===== src/design/imm_pkg.sv =====
package imm_pkg;

   // sizes of the matrix store and of the fields
   localparam int MAX_DIM = 8;
   localparam int IDX_W   = (MAX_DIM > 1) ? $clog2(MAX_DIM) : 1;
   localparam int ADDR_W  = 2 * IDX_W;
   localparam int DEPTH   = MAX_DIM * MAX_DIM;
   localparam int DIM_W   = 4;
   localparam int ELEM_W  = 16;
   localparam int PROD_W  = 2 * ELEM_W;
   localparam int ACC_W   = 35;
   localparam int CSR_IDX_W = 2;

   // register indexes of the configuration port
   localparam logic [CSR_IDX_W-1:0] CSR_ROWS_FIRST  = 2'd0;
   localparam logic [CSR_IDX_W-1:0] CSR_INNER_SIZE  = 2'd1;
   localparam logic [CSR_IDX_W-1:0] CSR_COLS_SECOND = 2'd2;

   // tag that travels with each multiply-accumulate step
   typedef struct packed {
      logic             first;
      logic             last;
      logic             final_elem;
      logic [IDX_W-1:0] row;
      logic [IDX_W-1:0] col;
   } tag_type;

   // controller to datapath
   typedef struct packed {
      logic              wr_en;
      logic              wr_second;
      logic [ADDR_W-1:0] wr_addr;
      logic              rd_en;
      logic [ADDR_W-1:0] rd_addr_a;
      logic [ADDR_W-1:0] rd_addr_b;
      tag_type           tag;
   } cmd_type;

   // datapath to controller
   typedef struct packed {
      logic done;
   } status_type;

endpackage


===== src/design/imm_ctrl.sv =====
module imm_ctrl (
   input  logic                          clock,
   input  logic                          reset,
   input  logic                          start,
   output logic                          busy,
   input  logic                          csr_we,
   input  logic [imm_pkg::CSR_IDX_W-1:0] csr_index,
   input  logic [imm_pkg::DIM_W-1:0]     csr_data,
   output imm_pkg::cmd_type              cmd,
   input  imm_pkg::status_type           status
);

   localparam logic [1:0] ST_LOAD_A = 2'd0;
   localparam logic [1:0] ST_LOAD_B = 2'd1;
   localparam logic [1:0] ST_RUN    = 2'd2;
   localparam logic [1:0] ST_DRAIN  = 2'd3;

   logic [1:0] state_ff, state_in;
   logic [imm_pkg::DIM_W-1:0] rows_ff, rows_in;
   logic [imm_pkg::DIM_W-1:0] inner_ff, inner_in;
   logic [imm_pkg::DIM_W-1:0] cols_ff, cols_in;
   logic [imm_pkg::IDX_W-1:0] i_ff, i_in;
   logic [imm_pkg::IDX_W-1:0] j_ff, j_in;
   logic [imm_pkg::IDX_W-1:0] k_ff, k_in;
   logic [imm_pkg::IDX_W-1:0] nr_max, nk_max, nc_max;
   logic [imm_pkg::IDX_W-1:0] row_max, col_max;
   logic cfg_hit, take, i_end, j_end, k_end;

   // clamp a size register to 1..MAX_DIM and give its largest index
   function automatic logic [imm_pkg::IDX_W-1:0] max_index(
      input logic [imm_pkg::DIM_W-1:0] v);
      logic [imm_pkg::DIM_W-1:0] d;
      begin
         d = v;
         if (v == '0) begin
            d = imm_pkg::DIM_W'(1);
         end else if (v > imm_pkg::DIM_W'(imm_pkg::MAX_DIM)) begin
            d = imm_pkg::DIM_W'(imm_pkg::MAX_DIM);
         end
         max_index = imm_pkg::IDX_W'(d - imm_pkg::DIM_W'(1));
      end
   endfunction

   assign nr_max = max_index(rows_ff);
   assign nk_max = max_index(inner_ff);
   assign nc_max = max_index(cols_ff);

   assign busy    = (state_ff == ST_RUN) || (state_ff == ST_DRAIN);
   assign take    = start && !busy;
   assign cfg_hit = csr_we && ((csr_index == imm_pkg::CSR_ROWS_FIRST) ||
                               (csr_index == imm_pkg::CSR_INNER_SIZE) ||
                               (csr_index == imm_pkg::CSR_COLS_SECOND));

   // during loads i/j walk the row and column of the matrix being loaded
   assign row_max = (state_ff == ST_LOAD_A) ? nr_max : nk_max;
   assign col_max = (state_ff == ST_LOAD_A) ? nk_max : nc_max;

   assign k_end = (k_ff == nk_max);
   assign j_end = (j_ff == nc_max);
   assign i_end = (i_ff == nr_max);

   // issue store writes during loads and reads during the run
   always_comb begin
      cmd                = '0;
      cmd.wr_en          = take;
      cmd.wr_second      = (state_ff == ST_LOAD_B);
      cmd.wr_addr        = {i_ff, j_ff};
      cmd.rd_en          = (state_ff == ST_RUN);
      cmd.rd_addr_a      = {i_ff, k_ff};
      cmd.rd_addr_b      = {k_ff, j_ff};
      cmd.tag.first      = (k_ff == '0);
      cmd.tag.last       = k_end;
      cmd.tag.final_elem = k_end && j_end && i_end;
      cmd.tag.row        = i_ff;
      cmd.tag.col        = j_ff;
   end

   // sequence loads, then sweep i, j, k one step a cycle
   always_comb begin
      state_in = state_ff;
      rows_in  = rows_ff;
      inner_in = inner_ff;
      cols_in  = cols_ff;
      i_in     = i_ff;
      j_in     = j_ff;
      k_in     = k_ff;
      unique case (state_ff)
         ST_LOAD_A, ST_LOAD_B: begin
            if (take) begin
               if (j_ff == col_max) begin
                  j_in = '0;
                  if (i_ff == row_max) begin
                     i_in     = '0;
                     state_in = (state_ff == ST_LOAD_A) ? ST_LOAD_B : ST_RUN;
                  end else begin
                     i_in = i_ff + 1'b1;
                  end
               end else begin
                  j_in = j_ff + 1'b1;
               end
            end
         end
         ST_RUN: begin
            if (k_end) begin
               k_in = '0;
               if (j_end) begin
                  j_in = '0;
                  if (i_end) begin
                     i_in     = '0;
                     state_in = ST_DRAIN;
                  end else begin
                     i_in = i_ff + 1'b1;
                  end
               end else begin
                  j_in = j_ff + 1'b1;
               end
            end else begin
               k_in = k_ff + 1'b1;
            end
         end
         ST_DRAIN: begin
            if (status.done) begin
               state_in = ST_LOAD_A;
            end
         end
         default: state_in = ST_LOAD_A;
      endcase
      // a size write restarts loading from the first word of A
      if (cfg_hit) begin
         state_in = ST_LOAD_A;
         i_in     = '0;
         j_in     = '0;
         k_in     = '0;
         unique case (csr_index)
            imm_pkg::CSR_ROWS_FIRST:  rows_in  = csr_data;
            imm_pkg::CSR_INNER_SIZE:  inner_in = csr_data;
            imm_pkg::CSR_COLS_SECOND: cols_in  = csr_data;
            default: ;
         endcase
      end
   end

   always_ff @(posedge clock) begin
      if (reset) begin
         state_ff <= ST_LOAD_A;
         rows_ff  <= imm_pkg::DIM_W'(imm_pkg::MAX_DIM);
         inner_ff <= imm_pkg::DIM_W'(imm_pkg::MAX_DIM);
         cols_ff  <= imm_pkg::DIM_W'(imm_pkg::MAX_DIM);
         i_ff     <= '0;
         j_ff     <= '0;
         k_ff     <= '0;
      end else begin
         state_ff <= state_in;
         rows_ff  <= rows_in;
         inner_ff <= inner_in;
         cols_ff  <= cols_in;
         i_ff     <= i_in;
         j_ff     <= j_in;
         k_ff     <= k_in;
      end
   end

   // a store is never written and read in the same cycle
   a_no_wr_rd: assert property (@(posedge clock) disable iff (reset)
      !(cmd.wr_en && cmd.rd_en))
      else $error("store write and read issued together");

   // the last read of a run hands over to the drain wait
   a_run_to_drain: assert property (@(posedge clock) disable iff (reset)
      (cmd.rd_en && cmd.tag.final_elem && !cfg_hit) |=> (state_ff == ST_DRAIN))
      else $error("run did not end after the final read");

   // the final result frees the block for the next load
   a_done_free: assert property (@(posedge clock) disable iff (reset)
      status.done |=> !busy)
      else $error("block still busy after the final result");

endmodule


===== src/design/imm_datapath.sv =====
module imm_datapath (
   input  logic                              clock,
   input  logic                              reset,
   input  logic signed [imm_pkg::ELEM_W-1:0] req_element,
   input  imm_pkg::cmd_type                  cmd,
   output imm_pkg::status_type               status,
   output logic                              rsp_valid,
   output logic [2:0]                        rsp_out_row,
   output logic [2:0]                        rsp_out_col,
   output logic signed [imm_pkg::ACC_W-1:0]  rsp_product_value,
   output logic                              rsp_last_result
);

   logic signed [imm_pkg::ELEM_W-1:0] first_store_ff  [imm_pkg::DEPTH];
   logic signed [imm_pkg::ELEM_W-1:0] second_store_ff [imm_pkg::DEPTH];

   logic signed [imm_pkg::ELEM_W-1:0] a_rd_ff, b_rd_ff;
   logic                              s1_valid_ff;
   imm_pkg::tag_type                  s1_tag_ff;
   logic signed [imm_pkg::PROD_W-1:0] prod_ff, prod_in;
   logic                              s2_valid_ff;
   imm_pkg::tag_type                  s2_tag_ff;
   logic signed [imm_pkg::ACC_W-1:0]  acc_ff, acc_in, prod_ext;
   logic                              out_valid_ff, out_valid_in;
   logic                              out_last_ff;
   logic [imm_pkg::IDX_W-1:0]         out_row_ff, out_col_ff;

   // write the loaded word into its store
   always_ff @(posedge clock) begin
      if (cmd.wr_en && !cmd.wr_second) begin
         first_store_ff[cmd.wr_addr] <= req_element;
      end
      if (cmd.wr_en && cmd.wr_second) begin
         second_store_ff[cmd.wr_addr] <= req_element;
      end
   end

   // read one A and one B word a cycle
   always_ff @(posedge clock) begin
      a_rd_ff   <= first_store_ff[cmd.rd_addr_a];
      b_rd_ff   <= second_store_ff[cmd.rd_addr_b];
      s1_tag_ff <= cmd.tag;
   end

   // multiply, then accumulate over k
   assign prod_in  = a_rd_ff * b_rd_ff;
   assign prod_ext = imm_pkg::ACC_W'(prod_ff);
   assign acc_in   = s2_tag_ff.first ? prod_ext : acc_ff + prod_ext;

   always_ff @(posedge clock) begin
      prod_ff   <= prod_in;
      s2_tag_ff <= s1_tag_ff;
      if (s2_valid_ff) begin
         acc_ff     <= acc_in;
         out_row_ff <= s2_tag_ff.row;
         out_col_ff <= s2_tag_ff.col;
         out_last_ff <= s2_tag_ff.final_elem;
      end
   end

   // strobe the word after its last product is added
   assign out_valid_in = s2_valid_ff && s2_tag_ff.last;

   always_ff @(posedge clock) begin
      if (reset) begin
         s1_valid_ff  <= 1'b0;
         s2_valid_ff  <= 1'b0;
         out_valid_ff <= 1'b0;
      end else begin
         s1_valid_ff  <= cmd.rd_en;
         s2_valid_ff  <= s1_valid_ff;
         out_valid_ff <= out_valid_in;
      end
   end

   assign rsp_valid         = out_valid_ff;
   assign rsp_out_row       = 3'(out_row_ff);
   assign rsp_out_col       = 3'(out_col_ff);
   assign rsp_product_value = acc_ff;
   assign rsp_last_result   = out_last_ff;
   assign status.done       = out_valid_ff && out_last_ff;

   // every result word closes a k sweep that passed the multiplier
   a_out_from_last: assert property (@(posedge clock) disable iff (reset)
      rsp_valid |-> $past(s2_valid_ff && s2_tag_ff.last))
      else $error("result word without a finished dot product");

   // a read issued passes through s1 and then reaches the accumulator at s2
   a_pipe_valid: assert property (@(posedge clock) disable iff (reset)
      cmd.rd_en |=> ##1 s2_valid_ff)
      else $error("read lost in the multiply pipeline");

endmodule


===== src/design/integer_matrix_multiply.sv =====
// Signed integer matrix multiplier, C = A * B. Load A (rows_first x
// inner_size) and then B (inner_size x cols_second) one 16-bit word per
// start pulse, each row-major; a load word is taken whenever
// busy is low. After the last word of B the block raises busy and streams
// one multiply-accumulate a cycle from the two element stores, whose single
// read port each sets the rate, and a result word appears on rsp_valid for
// exactly one cycle, with row, column and the 35-bit exact sum; the receiver
// cannot stall, so it must take each word as it comes. rsp_last_result marks
// the final word, after which busy drops. Sizes are clamped to 1..8; a size
// write restarts loading from the first word of A and must be made while
// the block is not busy.
module integer_matrix_multiply (
   input  logic                              clock,
   input  logic                              reset,
   input  logic                              start,
   output logic                              busy,
   input  logic signed [imm_pkg::ELEM_W-1:0] req_element,
   input  logic                              csr_we,
   input  logic [imm_pkg::CSR_IDX_W-1:0]     csr_index,
   input  logic [imm_pkg::DIM_W-1:0]         csr_data,
   output logic                              rsp_valid,
   output logic [2:0]                        rsp_out_row,
   output logic [2:0]                        rsp_out_col,
   output logic signed [imm_pkg::ACC_W-1:0]  rsp_product_value,
   output logic                              rsp_last_result
);

   imm_pkg::cmd_type    cmd;
   imm_pkg::status_type status;

   imm_ctrl u_ctrl (
      .clock     (clock),
      .reset     (reset),
      .start     (start),
      .busy      (busy),
      .csr_we    (csr_we),
      .csr_index (csr_index),
      .csr_data  (csr_data),
      .cmd       (cmd),
      .status    (status)
   );

   imm_datapath u_datapath (
      .clock             (clock),
      .reset             (reset),
      .req_element       (req_element),
      .cmd               (cmd),
      .status            (status),
      .rsp_valid         (rsp_valid),
      .rsp_out_row       (rsp_out_row),
      .rsp_out_col       (rsp_out_col),
      .rsp_product_value (rsp_product_value),
      .rsp_last_result   (rsp_last_result)
   );

endmodule


===== config.mk =====
export PLATFORM = sky130hd
export DESIGN_NAME = integer_matrix_multiply
export DESIGN_NICKNAME = d
export VERILOG_FILES = /design/src/design/imm_pkg.sv /design/src/design/imm_ctrl.sv /design/src/design/imm_datapath.sv /design/src/design/integer_matrix_multiply.sv
export SDC_FILE = /design/constraint.sdc
export NUM_CORES = 2
export LEC_CHECK = 0
export BUFFER_PORTS_ARGS = -buffer_cell sky130_fd_sc_hd__buf_2
export CAP_MARGIN = 20
export CORE_ASPECT_RATIO = 1.75
export CORE_MARGIN = 2
export CORE_UTILIZATION = 26
export CTS_CLUSTER_DIAMETER = 120
export DETAILED_ROUTE_END_ITERATION = 10
export PLACE_DENSITY = 0.47
export SYNTH_ARGS = -nofsm -noshare
export SYNTH_HDL_FRONTEND = slang
export SYNTH_HIERARCHICAL = 1
export SYNTH_SLANG_ARGS = --single-unit

===== constraint.sdc =====
create_clock -name clock -period 9.9 [get_ports clock]
set_input_delay 0.99 -clock clock [delete_from_list [all_inputs] [get_ports clock]]
set_output_delay 0.99 -clock clock [all_outputs]
set_load 0.02 [all_outputs]

# After elaboration in Yosys (flattened, before gate mapping)
# Memories as Yosys holds them, arrays and structs flattened. A register that Yosys moved wholly into a read port is not among the register bits.
# Cells that the tools add are included.
dict set report op_classes {
  addsub 7
  mul 1
  magnitude_cmp 3
  n_eq_ne 17
  mux 35
  n_reduce_logical 28
}
# op n
set op_table {}
lappend op_table {{3-bit 2-to-1 mux} 19}
lappend op_table {{35-bit by 32-bit adder with 35-bit output} 1}
lappend op_table {{35-bit 2-to-1 mux} 1}
lappend op_table {{16-bit by 16-bit multiplier with 32-bit output} 1}
lappend op_table {{2-bit 2-to-1 mux} 8}
lappend op_table {{3-bit == test} 5}
lappend op_table {{4-bit greater-than comparator (second input constant)} 3}
lappend op_table {{4-bit zero test} 3}
lappend op_table {{3-bit case mux with 2 select lines} 2}
lappend op_table {{3-bit by 1-bit adder with 3-bit output (second input constant)} 3}
lappend op_table {{3-bit by 1-bit subtractor with 3-bit output (second input constant)} 3}
lappend op_table {{1-bit logical AND} 8}
lappend op_table {{2-bit != test (second input constant)} 4}
lappend op_table {{7-bit AND reduction} 1}
lappend op_table {{2-bit == test (second input constant)} 3}
lappend op_table {{2-bit by 1-bit != test with 1-bit output (second input constant)} 3}
lappend op_table {{2-bit case mux with 3 select lines} 1}
lappend op_table {{2-bit AND reduction} 3}
lappend op_table {{5-bit AND reduction} 1}
lappend op_table {{2-bit by 1-bit == test with 1-bit output (second input constant)} 2}
lappend op_table {{2-bit zero test} 2}
lappend op_table {{1-bit 2-to-1 mux} 4}
lappend op_table {{2-bit OR reduction} 2}
lappend op_table {{3-bit zero test} 1}
lappend op_table {{4 further kinds} 7}
dict set report totals {
  register_bits 118
  ram_bits 2048
  inputBits 26
  output_inout_bits 44
  word_cells 118
  mem_count 2
}
# memory depth word_bits rd rd_clocked_by_memory_dff write_ports line
set memory_table {}
lappend memory_table {u_datapath.first_store_ff 64 16 1 1 1 imm_datapath.sv:14} ;# logic signed [imm_pkg::ELEM_W-1:0] first_store_ff [imm_pkg::DEPTH];
lappend memory_table {u_datapath.second_store_ff 64 16 1 1 1 imm_datapath.sv:15} ;# logic signed [imm_pkg::ELEM_W-1:0] second_store_ff [imm_pkg::DEPTH];

# Longest topological paths before layout
dict set report depth {
  depth_word 10
  mapped_depth 24
  depth_no_buf 22
}

# Cells and area by module
# Netlist, hierarchy kept.
# module n_inst cells_per_inst area_each_um2 seq_area_each_um2
set by_module_without_submodules {}
lappend by_module_without_submodules {imm_datapath 1 4574 92826.5 64461.8}
lappend by_module_without_submodules {imm_ctrl 1 245 1936.9 460.4}

# Least setup slack after synthesis
# OpenSTA, ideal clock, no wires.
dict set report synth_path {
  path_type {reg-to-reg}
  from {register u_datapath/b_rd_ff[7] (netlist name) (read register of u_datapath.second_store_ff)}
  to {register u_datapath/prod_ff[30] (netlist name)}
  setup_ns 0.121
  arrival_time_ns 5.950
  required_time_ns 9.779
  path_slack_ns 3.828
  path_stages_with_launch 25
  n_path_buf 2
  cell_sequence {dfxtp_1 clkbuf_1 nand2_1 fa_1 inv_1 fa_1 inv_1 fa_1 inv_1 fa_1 fa_1 inv_1 fa_1 inv_1 ha_1 buf_2 a21oi_4 o211ai_1 a221oi_2 a21oi_1 o311a_1 o21a_1 o21a_1 mux2i_1 nand2_1}
}
dict set report synth_between {
  elab_chain_cells 1
}
# item line
set synth_rtl {}
lappend synth_rtl {{from (decl)} imm_datapath.sv:17} ;# logic signed [imm_pkg::ELEM_W-1:0] a_rd_ff, b_rd_ff;
lappend synth_rtl {{16-bit by 16-bit multiplier with 32-bit output} imm_datapath.sv:46} ;# assign prod_in = a_rd_ff * b_rd_ff;
lappend synth_rtl {{named net u_datapath.prod_in, one bit} imm_datapath.sv:20} ;# logic signed [imm_pkg::PROD_W-1:0] prod_ff, prod_in;
lappend synth_rtl {{to (signal assigned)} imm_datapath.sv:51} ;# prod_ff <= prod_in;
lappend synth_rtl {{to (decl)} imm_datapath.sv:20}
# The timed path passes the listed nets, and every way through them passes these cells.
# A chain may end at the register's enable or synchronous reset.

# Worst setup path in the final report
dict set report layout_path {
  from {register u_datapath/b_rd_ff[1] (netlist name) (read register of u_datapath.second_store_ff)}
  to {register u_datapath/prod_ff[30] (netlist name)}
}
# The elaborated chain is that of the path after synthesis.

==> flow_summary_export.csv <==
group,metric,value,unit
clocking,cts_clock_pin_slew_for_the_worst_setup_and_hold_paths,0.07,ns
synthesis,yosys.area_share.simple,3.35,%
power,irDropWorstVdd,0.296,mV
synthesis,syn_nets,5232,
power,share_seq_of_total_power,41.1,%
worst_setup_path,crit_fanout,16,
sta,setup-tns-final,0,ns
clocking,clock_buffers_created_by_tritoncts,207,
job,maxCapViolCount,0,
power,total_switching_power,0.00764,W
synthesis,synth.cell_area,94800,um2
synthesis,synth_area_leader_cell,"sky130_fd_sc_hd__edfxtp_1",
clocking,post_cts_hold_buffer_count,0,
global_route,grt_first_pass_wirelength,363000,um
clocking,htreeDepth,4,
clocking,clock_tree.buffer_depth,4,
global_route,first_global_vias,49722,
detailed_routing,wl_per_cell,25.1,um
hold_path,worst_hold_path_type,"register to register",
detailed_routing,drc,0,
worst_setup_path,start_kind,"register",
sta,final_min_period_over_clock_period,69.0,%
synthesis,synth-adder-area-share,7.19,%
power,comb_power_share,28.3,%
floorplanning,floorplan.io_pins,70,
status,run_status,"finished, final reports clean",
detailed_routing,post_route_ant_nets,0,
sta,max_clock_freq,146,MHz
sta,finalSetupViolCount,0,
floorplanning,initial_utilization,26.1,%
synthesis,synth.area.mux_share,16.2,%
synthesis,ys_types,78,
synthesis,synth_flop_cell,"sky130_fd_sc_hd__edfxtp_1",
power,cellPowerDensity,236,nW/um2
synthesis,async_reset_ff_share,0,%
global_route,antenna_violations_before_repair,14,
sta,unrepaired_setup_endpoints_after_global_routing,"no",
detailed_routing,vias_per_cell,4.47,
synthesis,post_synth_edffs,2090,
finish,syn2layout_area_growth,14.1,%
clocking,cts.repair_timing.setup_buffer_count,0,
detailed_routing,route.final.wire_length,253000,um
clocking,number_of_clock_sinks,2198,
worst_setup_path,cp.required,10.65,ns
floorplanning,die-area,370000,um2
power,netSwitchingFraction,30.0,%
synthesis,yosys_warnings,6,
sta,report.final.slew_viol_count,0,
detailed_routing,dr_total_vias,45010,
sta,skew,0.0826,ns
global_route,maximum_number_of_pins_on_one_net_before_global_route_repair,110,
detailed_routing,dr.first_iter.drc_count,3142,
clocking,cts_tree,"yes",
worst_setup_path,path_class,"register to register",
sta,fin_crit,6.83,ns
synthesis,syn_area_per_cell,19.7,um2
finish,drive_above_1_share,23.7,%
global_route,grt_overflow,0,
worst_setup_path,kind_of_end_point_of_the_critical_path,"register",
sta,tightest_slew,1.08,ns
detailed_routing,first_pass_iters,7,
synthesis,synth-seq-cells,2198,
power,p_leak,34.3,nW
synthesis,synth_compound_gate_area_share,1.73,%
place,place.detailed.hpwl,169000,um
sta,timing_hold_violations_final,0,
floorplanning,floorplan.rows,293,
global_route,grt_usage,13.6,%
place,numPortBuffers,69,
floorplanning,dieHeight,803,um
clocking,clk_root_buffer_cell,"sky130_fd_sc_hd__clkbuf_16",
finish,fin_nets,5456,
synthesis,synthTopCellsByArea,"sky130_fd_sc_hd__edfxtp_1 66%, sky130_fd_sc_hd__mux4_2 16%, sky130_fd_sc_hd__fa_1 5.6%",
synthesis,synth_top_area_share,66.2,%
finish,instances_no_fill,10071,
worst_setup_path,worstPathArrival,7.58,ns
floorplanning,core_area,363000,um2
power,clockPowerShare,30.6,%
floorplanning,die_x,460,um
sta,relSlewSlack,27.9,%
synthesis,synth_cells,4819,
place,place.gp.congestion,0.803,
power,cellInternalPower,0.0179,W
finish,filler_cell_count,35392,
synthesis,synth-seq-area-share,68.5,%
synthesis,synth_top_family_by_area,"multiplexers",
synthesis,fraction_of_synthesized_cell_area_in_xor_and_xnor_cells,0.628,%
clocking,insertion_delay,0.88,ns
clocking,postCtsResizedCells,0,
place,dp.cells,9700,
[through the flow]
step	setup WS [ns]	hold slack (ns)	cell area, um2	power, W	utilization, %
2_1_floorplan	3.83	0.310	94800	0.0162	-
3_3_place_gp	2.99	0.315	102000	0.0179	28.0
3_5_place_dp	3.01	0.315	102000	0.0180	28.0
4_1_cts	3.01	0.282	108000	0.0259	29.7
5_1_grt	2.70	0.314	108000	0.0270	29.8
6_report	3.07	0.329	108000	0.0255	29.8
[worst max-delay path, stage by stage (launching register included)]
cell and delay (ns):
sky130_fd_sc_hd__dfxtp_1 0.74, sky130_fd_sc_hd__nand2_1 0.21, sky130_fd_sc_hd__inv_1 0.17, sky130_fd_sc_hd__fa_1 0.54, sky130_fd_sc_hd__fa_1 0.92, sky130_fd_sc_hd__fa_1 0.54
sky130_fd_sc_hd__fa_1 0.51, sky130_fd_sc_hd__fa_1 0.49, sky130_fd_sc_hd__inv_1 0.05, sky130_fd_sc_hd__fa_1 0.48, sky130_fd_sc_hd__inv_1 0.04, sky130_fd_sc_hd__ha_1 0.34
sky130_fd_sc_hd__nand3_1 0.09, sky130_fd_sc_hd__nor2_1 0.26, sky130_fd_sc_hd__nand2_1 0.09, sky130_fd_sc_hd__a21oi_1 0.41, sky130_fd_sc_hd__o311a_1 0.29, sky130_fd_sc_hd__o21a_1 0.14
sky130_fd_sc_hd__o21a_1 0.15, sky130_fd_sc_hd__mux2i_1 0.19, sky130_fd_sc_hd__nand2_1 0.06
[power groups by stage]
stage / clock network (W) / logic (W) / registers (W)
2_1_floorplan: 0 / 0.00560 / 0.0106
3_3_place_gp: 0 / 0.00726 / 0.0107
3_5_place_dp: 0 / 0.00732 / 0.0107
4_1_cts: 0.00805 / 0.00735 / 0.0105
5_1_grt: 0.00835 / 0.00822 / 0.0105
6_report: 0.00781 / 0.00721 / 0.0105
[synthesized netlist by cell type (15+ instances only)]
cell	count
sky130_fd_sc_hd__edfxtp_1	2090
sky130_fd_sc_hd__mux4_2	672
sky130_fd_sc_hd__inv_1	308
sky130_fd_sc_hd__fa_1	263
sky130_fd_sc_hd__nand2_1	211
sky130_fd_sc_hd__nor2_1	209
sky130_fd_sc_hd__and2_1	129
sky130_fd_sc_hd__clkbuf_1	129
sky130_fd_sc_hd__ha_1	124
sky130_fd_sc_hd__dfxtp_1	108
sky130_fd_sc_hd__a21oi_1	75
sky130_fd_sc_hd__o21ai_0	54
sky130_fd_sc_hd__xnor2_1	50
sky130_fd_sc_hd__buf_2	48
sky130_fd_sc_hd__buf_1	28
sky130_fd_sc_hd__buf_4	27
sky130_fd_sc_hd__nand3_1	18
sky130_fd_sc_hd__xor2_1	18
sky130_fd_sc_hd__mux2i_1	17
sky130_fd_sc_hd__nor3_1	17
sky130_fd_sc_hd__a21o_1	16
sky130_fd_sc_hd__nand2b_1	16
sky130_fd_sc_hd__nor2b_1	15
[flip-flops by register name, summed over array words and instances, names as in the netlist, 2 cells and up]
register	flops
u_datapath/first_store_ff	1024
u_datapath/second_store_ff	1024
u_datapath/rsp_product_value	35
u_datapath/prod_ff	32
u_datapath/a_rd_ff	16
u_datapath/b_rd_ff	16
u_datapath/s1_tag_ff	9
u_datapath/s2_tag_ff	9
u_ctrl/cols_ff	4
u_ctrl/inner_ff	4
u_ctrl/rows_ff	4
u_ctrl/i_ff	3
u_ctrl/j_ff	3
u_ctrl/k_ff	3
u_datapath/rsp_out_col	3
u_datapath/rsp_out_row	3
u_ctrl/state_ff	2
[routing by layer]
layer | wire length [um] | vias up | track usage [%]
li1 | - | 19341 | -
met1 | 86500 | 24605 | 13.8
met2 | 151000 | 731 | 28.0
met3 | 7300 | 331 | 1.41
met4 | 7740 | 2 | 4.50
met5 | 12 | - | 0
[logic make-up after synthesis]
family | Yosys count
flops | 2198
mux | 691
simple gates | 673
fa+ha+maj | 387
buf+inv | 550
compound gates | 252
xor+xnor | 68
[final cells by class]
cell class / instances / area (um2) / share of cell area [%]
Sequential cell: 2198 / 65000 / 60.1
Tap cell: 4867 / 6090 / 5.63
Inverter: 310 / 1160 / 1.08
Timing Repair Buffer: 255 / 1870 / 1.73
Multi-Input combinational cell: 2071 / 27600 / 25.5
Clock buffer: 256 / 5440 / 5.03
Clock inverter: 102 / 991 / 0.917
Antenna cell: 12 / 30.0 / 0.0278
[worst paths after layout]
path / startpoint / end / slack [ns] / cells past startpoint
max: u_datapath/b_rd_ff[1]$_DFF_P_ / u_datapath/prod_ff[30]$_DFF_P_ / 3.07 / 20
min: u_datapath/s1_tag_ff[6]$_DFF_P_ / u_datapath/s2_tag_ff[6]$_DFF_P_ / 0.33 / 0
max reg2reg: u_datapath/b_rd_ff[1]$_DFF_P_ / u_datapath/prod_ff[30]$_DFF_P_ / 3.07 / 20
min reg2reg: u_datapath/s1_tag_ff[6]$_DFF_P_ / u_datapath/s2_tag_ff[6]$_DFF_P_ / 0.33 / 0
[cells in the final DEF, fill, tap and decap left out, types with 75 or more instances in the layout]
| cell | instances |
|---|---|
| sky130_fd_sc_hd__a21oi_1 | 75 |
| sky130_fd_sc_hd__and2_1 | 129 |
| sky130_fd_sc_hd__buf_4 | 194 |
| sky130_fd_sc_hd__clkbuf_16 | 210 |
| sky130_fd_sc_hd__dfxtp_1 | 97 |
| sky130_fd_sc_hd__edfxtp_1 | 2090 |
| sky130_fd_sc_hd__fa_1 | 263 |
| sky130_fd_sc_hd__ha_1 | 124 |
| sky130_fd_sc_hd__inv_1 | 308 |
| sky130_fd_sc_hd__mux4_2 | 672 |
| sky130_fd_sc_hd__nand2_1 | 211 |
| sky130_fd_sc_hd__nor2_1 | 206 |
No activity file was read; power rests on OpenSTA's default activity.
